## src/hdl/tpkl_pkg.sv

```systemverilog
// ----------------------------------------------------------------------------
// tpkl_pkg
// Shared types, keypad geometry, key codes and register indexes for the
// touch PIN keypad lock.
// ----------------------------------------------------------------------------
package tpkl_pkg;

    localparam int DEF_MAX_DIGITS = 7;

    localparam int COORD_W  = 10;
    localparam int SPAN_W   = 12;   // origin plus largest key offset and size
    localparam int CODE_W   = 4;
    localparam int COUNT_W  = 3;
    localparam int PIN_W    = 28;
    localparam int PLEN_W   = 3;
    localparam int CFG_IDX_W = 2;
    localparam int CFG_DATA_W = 28;

    typedef logic [COORD_W-1:0] coord_t;
    typedef logic [SPAN_W-1:0]  span_t;
    typedef logic [CODE_W-1:0]  key_code_t;

    // Register indexes on the configuration channel
    localparam logic [CFG_IDX_W-1:0] CFG_PIN_DIGITS = 2'd0;
    localparam logic [CFG_IDX_W-1:0] CFG_PIN_LENGTH = 2'd1;
    localparam logic [CFG_IDX_W-1:0] CFG_ORIGIN_X   = 2'd2;
    localparam logic [CFG_IDX_W-1:0] CFG_ORIGIN_Y   = 2'd3;

    // Register reset values: PIN "1234", four digits
    localparam logic [PIN_W-1:0]   RST_PIN_DIGITS = 28'h0004321;
    localparam logic [PLEN_W-1:0]  RST_PIN_LENGTH = 3'd4;
    localparam coord_t             RST_ORIGIN_X   = 10'd245;
    localparam coord_t             RST_ORIGIN_Y   = 10'd100;

    // Key codes
    localparam key_code_t KEY_CLR = 4'd10;
    localparam key_code_t KEY_OK  = 4'd11;

    // Keypad geometry
    localparam int KEY_ROWS = 4;
    localparam int KEY_COLS = 3;
    localparam span_t KEY_WIDTH  = 12'd90;
    localparam span_t KEY_HEIGHT = 12'd65;
    // Column offsets: pitch 110, last column pulled left by 15
    localparam span_t COL_OFFSET [KEY_COLS] = '{12'd0, 12'd110, 12'd205};
    // Row offsets: pitch 85 plus 0, 10, 25, 40
    localparam span_t ROW_OFFSET [KEY_ROWS] = '{12'd0, 12'd95, 12'd195, 12'd295};

    // Row-major key legend: 1 2 3 / 4 5 6 / 7 8 9 / CLR 0 OK
    localparam key_code_t KEY_LEGEND [KEY_ROWS*KEY_COLS] = '{
        4'd1, 4'd2, 4'd3,
        4'd4, 4'd5, 4'd6,
        4'd7, 4'd8, 4'd9,
        KEY_CLR, 4'd0, KEY_OK
    };

    typedef struct packed {
        logic      hit;
        key_code_t code;
    } key_t;

    typedef struct packed {
        logic               key_hit;
        key_code_t          key_code;
        logic [COUNT_W-1:0] entered_count;
        logic               pin_accepted;
        logic               pin_rejected;
    } result_t;

endpackage

```

## src/hdl/tpkl_entry.sv

```systemverilog
// ----------------------------------------------------------------------------
// tpkl_entry
// Press edge detection, digit store, and PIN compare. Builds the result for
// the sample in the input register and advances state on step.
// ----------------------------------------------------------------------------
module tpkl_entry import tpkl_pkg::*;
#(
    parameter int MAX_DIGITS = DEF_MAX_DIGITS
)
(
    input  logic              clk,
    input  logic              rst_n,
    input  logic              step,
    input  logic              sample_valid,
    input  logic              touch_detected,
    input  key_t              key,
    input  logic [PIN_W-1:0]  pin_digits,
    input  logic [PLEN_W-1:0] pin_length,
    output result_t           result
);

    localparam int CNT_W  = $clog2(MAX_DIGITS + 1);
    localparam int IDX_W  = (MAX_DIGITS > 1) ? $clog2(MAX_DIGITS) : 1;
    localparam int EXT_W  = (CNT_W > COUNT_W) ? CNT_W : COUNT_W;
    localparam int PEXT_W = (4*MAX_DIGITS > PIN_W) ? 4*MAX_DIGITS : PIN_W;

    logic                press_lock_reg;
    logic                press_lock_next;
    logic [CNT_W-1:0]    digit_count_reg;
    logic [CNT_W-1:0]    digit_count_next;
    key_code_t           digit_store_reg [MAX_DIGITS];

    logic                press;
    logic                match;
    logic                store_wr;
    logic                accept;
    logic                reject;
    logic [PEXT_W-1:0]   pin_ext;
    logic [EXT_W-1:0]    count_ext;

    assign pin_ext = PEXT_W'(pin_digits);
    assign press   = sample_valid && touch_detected && !press_lock_reg;

    // Match: count equals length and every held digit equals its nibble.
    always_comb
    begin
        match = (EXT_W'(digit_count_reg) == EXT_W'(pin_length));
        for (int i = 0; i < MAX_DIGITS; i++)
        begin
            if ((CNT_W'(i) < digit_count_reg) &&
                (digit_store_reg[i] != pin_ext[4*i +: 4]))
            begin
                match = 1'b0;
            end
        end
    end

    assign accept   = press && key.hit && (key.code == KEY_OK) && match;
    assign reject   = press && key.hit && (key.code == KEY_OK) && !match;
    assign store_wr = press && key.hit && (key.code != KEY_OK) &&
                      (key.code != KEY_CLR) && (digit_count_reg < CNT_W'(MAX_DIGITS));

    always_comb
    begin
        press_lock_next  = press_lock_reg;
        digit_count_next = digit_count_reg;
        if (sample_valid)
        begin
            if (press)
            begin
                press_lock_next = !accept;
            end
            else if (!touch_detected)
            begin
                press_lock_next = 1'b0;
            end
        end
        if (reject || (press && key.hit && (key.code == KEY_CLR)))
        begin
            digit_count_next = '0;
        end
        else if (store_wr)
        begin
            digit_count_next = digit_count_reg + 1'b1;
        end
    end

    assign count_ext            = EXT_W'(digit_count_next);
    assign result.key_hit       = press && key.hit;
    assign result.key_code      = (press && key.hit) ? key.code : '0;
    assign result.entered_count = count_ext[COUNT_W-1:0];
    assign result.pin_accepted  = accept;
    assign result.pin_rejected  = reject;

    always_ff @(posedge clk or negedge rst_n)
    begin
        if (!rst_n)
        begin
            press_lock_reg  <= 1'b0;
            digit_count_reg <= '0;
        end
        else if (step)
        begin
            press_lock_reg  <= press_lock_next;
            digit_count_reg <= digit_count_next;
        end
    end

    // Entries past the count are never read, so the store needs no reset.
    always_ff @(posedge clk)
    begin
        for (int i = 0; i < MAX_DIGITS; i++)
        begin
            if (step && store_wr && (digit_count_reg[IDX_W-1:0] == IDX_W'(i)))
            begin
                digit_store_reg[i] <= key.code;
            end
        end
    end

    a_acc_rej_excl: assert property (@(posedge clk) disable iff (!rst_n)
        !(accept && reject))
        else $error("accept and reject in the same sample");

    a_count_bound: assert property (@(posedge clk) disable iff (!rst_n)
        digit_count_reg <= CNT_W'(MAX_DIGITS))
        else $error("digit count beyond store depth");

    a_reject_clears: assert property (@(posedge clk) disable iff (!rst_n)
        step && reject |=> digit_count_reg == '0)
        else $error("reject did not clear the entry");

    a_accept_unlocks: assert property (@(posedge clk) disable iff (!rst_n)
        step && accept |=> !press_lock_reg && $stable(digit_count_reg))
        else $error("accept did not release lock or changed the entry");

endmodule

```

## config.mk

```make
export PLATFORM = sky130hd
export DESIGN_NAME = tpkl_entry
export DESIGN_NICKNAME = d
export VERILOG_FILES = /design/src/hdl/tpkl_pkg.sv /design/src/hdl/tpkl_entry.sv
export SDC_FILE = /design/constraint.sdc
export NUM_CORES = 1
export LEC_CHECK = 0
export ABC_CLOCK_PERIOD_IN_PS = 3100
export BUFFER_PORTS_ARGS = -buffer_cell sky130_fd_sc_hd__buf_4
export CORE_ASPECT_RATIO = 1.1
export CORE_UTILIZATION = 47
export DETAILED_ROUTE_END_ITERATION = 10
export PLACE_DENSITY = 0.84
export SYNTH_ARGS = -nofsm -noshare
export SYNTH_HDL_FRONTEND = slang
export SYNTH_SLANG_ARGS = --single-unit
```

## constraint.sdc

```tcl
create_clock -name clk -period 3.1 [get_ports clk]
set_clock_uncertainty 0.05 [all_clocks]
set_input_delay 0.465 -clock clk [delete_from_list [all_inputs] [get_ports clk]]
set_output_delay 0.465 -clock clk [all_outputs]
set_load 0.05 [all_outputs]
```

==> reports/qor.txt <==
Initial Util: 0.507
initial drt markers: 52
unrepaired setup endpoints after global routing: yes
Top FF cell, synth: edfxtp_1
CTS tree: built
initial antenna violation count: 0
Slew headroom: 0.624
DP HPWL: 2.92 mm
sequential-to-total area share from yosys stat: 0.539
Worst EP arrival: 2640 ps
leakage: 0.894 nW
htree depth: 2
worst hold path class: input pin to flop
f_max: 0.317 GHz
register bit total from synthesis: 32
CTS Buf Count: 5
Cell Count Post-Placement: 237
DRC violations left: 0
GRT Total Usage: 0.223
failing checks: negative setup slack
commonest cells after routing, fill and taps aside: buf_4, edfxtp_1, xnor2_1, xor2_1, and2_1
Die Ht: 65.9 um
I/O Buffers: 50
Syn-to-layout area delta: 30.3%
final number of hold-violating endpoints: 0
fillers: 273
vias in the first global route: 1360
Power Total: 0.00119 W
Multi-input gate area: 754 um^2
Die X: 60.1 um
# nets final: 242
Synth Warn #: 0
Worst path max stage delay: 550 ps
wire per inst: 16.5 um
CP Cell Sequence: xor2_1 -> nor4_2 -> o211ai_1 -> a21o_1 -> or4_4 -> a221oi_2 -> buf_6
Final WS setup: -52.4 ps
EDFF count, synth: 28
CTS Buffer Depth: 2
async set or reset register ratio after synthesis: 0.125
Final Cycle Share: 1.02
die area: 3960 um^2
total congestion overflow: 0
Cell Area, Synth: 1740 um^2
vias per inst: 5.50
via count: 1358
Slowest-stage cell, CP: or4_4
Site Rows: 22
min cycle time layout: 3150 ps
commonest non-fill, non-tap cell in the layout: buf_4
outcome: finished with violations
CTS Root Cell: clkbuf_4
largest net degree at the start of global routing: 15
CP max FO: 5
Top Ports: 51
CP Class: flop to primary output
Inserted Diodes: 0
Slew Limit Fails: 0
final wirelength: 4.07 mm
first-pass GRT wire length: 6.17 mm
Cell variety after synth: 42
Critical Path RT: 2580 ps
Finished Layout Cells: 247
worst slew pin tran: 559 ps
max_cap viols: 0
flop-to-flop setup slack: 760 ps
power per cell area: 524 nW/um^2
register area: 941 um^2
share of cells above drive strength 1: 0.332
Worst setup EP type: primary output
Syn Area/Cell: 12.0 um^2
gpl congestion: 0.798
worst skew pair latency: 360 ps
Detail Route Antenna Nets: 0
crit start category: flop
max reg flops: 28
clock-pin slew on the worst setup and hold paths: 110 ps
Core ar.: 3440 um^2
Post-Syn Nets: 189
hold_ws: 328 ps
CTS sink count: 32
Detailed Routing Iterations Pass 1: 4
cell count after synthesis: 145
Post-Route Utilization: 0.660
peak supply drop: 0.353 mV
final number of setup-violating endpoints: 1
[stage by stage]
stage / cell area [um^2] / setup slack, ps / TNS, ps
detailed placement: 2160 / -89.7 / -89.7
floorplan: 1740 / -69.2 / -198
CTS: 2270 / -58.2 / -58.2
global placement: 2160 / 10.2 / 0
finish: 2270 / -52.4 / -52.4
global route: 2270 / -144 / -268
[synthesized netlist by cell type, types with 2 or more instances]
cell,instances,area [um^2]
buf_4,2,15.0
nand3_1,4,20.0
mux2i_1,2,20.0
nand2_1,6,22.5
clkbuf_1,6,22.5
a21o_1,3,22.5
ha_1,3,37.5
nor3_1,4,20.0
nand4_1,4,25.0
xnor2_1,16,140
xor2_1,14,123
nor4_1,3,18.8
edfxtp_1,28,841
a21oi_1,5,25.0
and4_1,2,17.5
nor2_1,3,11.3
a31oi_1,2,12.5
inv_1,3,11.3
and3_1,2,12.5
and2_1,7,43.8
dfrtp_1,4,100
buf_2,2,10.0
[worst max-delay path, delay by kind of cell, from the launching register on]
kind	cells	cell delay [ps]
buffers and inverters	1	190
AND/OR/NAND/NOR	2	870
XOR/XNOR	1	160
AO/OA/AOI/OAI	3	660
flip-flops	1	390
[logic make-up (layout without fill, tap and decap cells)]
kind of cell             count (synthesis)  in the layout  share of synthesized area
XOR/XNOR                                30             30                      0.151
AO/OA/AOI/OAI                           22             22                     0.0940
AND/OR/NAND/NOR                         43             43                      0.149
multiplexers                             2              2                     0.0115
adder cells (fa/ha/maj)                  3              3                     0.0215
buffers and inverters                   13             67                     0.0337
flip-flops                              32             32                      0.539
[power breakdown]
| group | internal (W) | leakage (nW) | switching, W |
|---|---|---|---|
| clock | 0.000164 | 0.0403 | 0.000151 |
| sequential | 0.000486 | 0.296 | 0.0000352 |
| combinational | 0.000147 | 0.557 | 0.000206 |
| total | 0.000798 | 0.894 | 0.000393 |
[final timing paths]
| check | end | startpoint | cells past startpoint |
|---|---|---|---|
| hold / removal | digit_store_reg[1][0]$_DFFE_PP_ | key[0] | 1 |
| setup reg to reg | digit_count_reg[1]$_DFFE_PN0P_ | digit_store_reg[2][3]$_DFFE_PP_ | 7 |
| min in group asynchronous | press_lock_reg$_DFFE_PN0P_ | rst_n | 2 |
| setup / recovery | result[2] | digit_store_reg[2][3]$_DFFE_PP_ | 7 |
| max in group asynchronous | digit_count_reg[2]$_DFFE_PN0P_ | rst_n | 2 |
| hold reg to reg | press_lock_reg$_DFFE_PN0P_ | press_lock_reg$_DFFE_PN0P_ | 2 |
[repair_timing]
action | 4_1_cts | 5_1_grt
pin swaps | 4 | 1
buffers inserted | 1 | 0
hold endpoints to repair | 4 | 0
hold buffers | 1 | 0
resized for setup | 3 | 2
setup endpoints to repair | 4 | 5
[metal layers]
metal  routed length (um)  vias up  share of wire  global-route usage
met5                    0        -              0                   0
met3                  269        6          0.066              0.0705
li1                     -      639              -                   -
met2                 2280       62           0.56               0.404
met4                   60        0          0.015              0.0901
met1                 1460      651           0.36               0.234
[final cells by class]
cell class,count,area share
Clock buffer,5,0.0165
Clock inverter,3,0.0165
Inverter,3,0.00496
Multi-Input combinational cell,100,0.332
Sequential cell,32,0.414
Tap cell,48,0.0264
Timing Repair Buffer,56,0.189
Power figures use the tool's default switching activity.
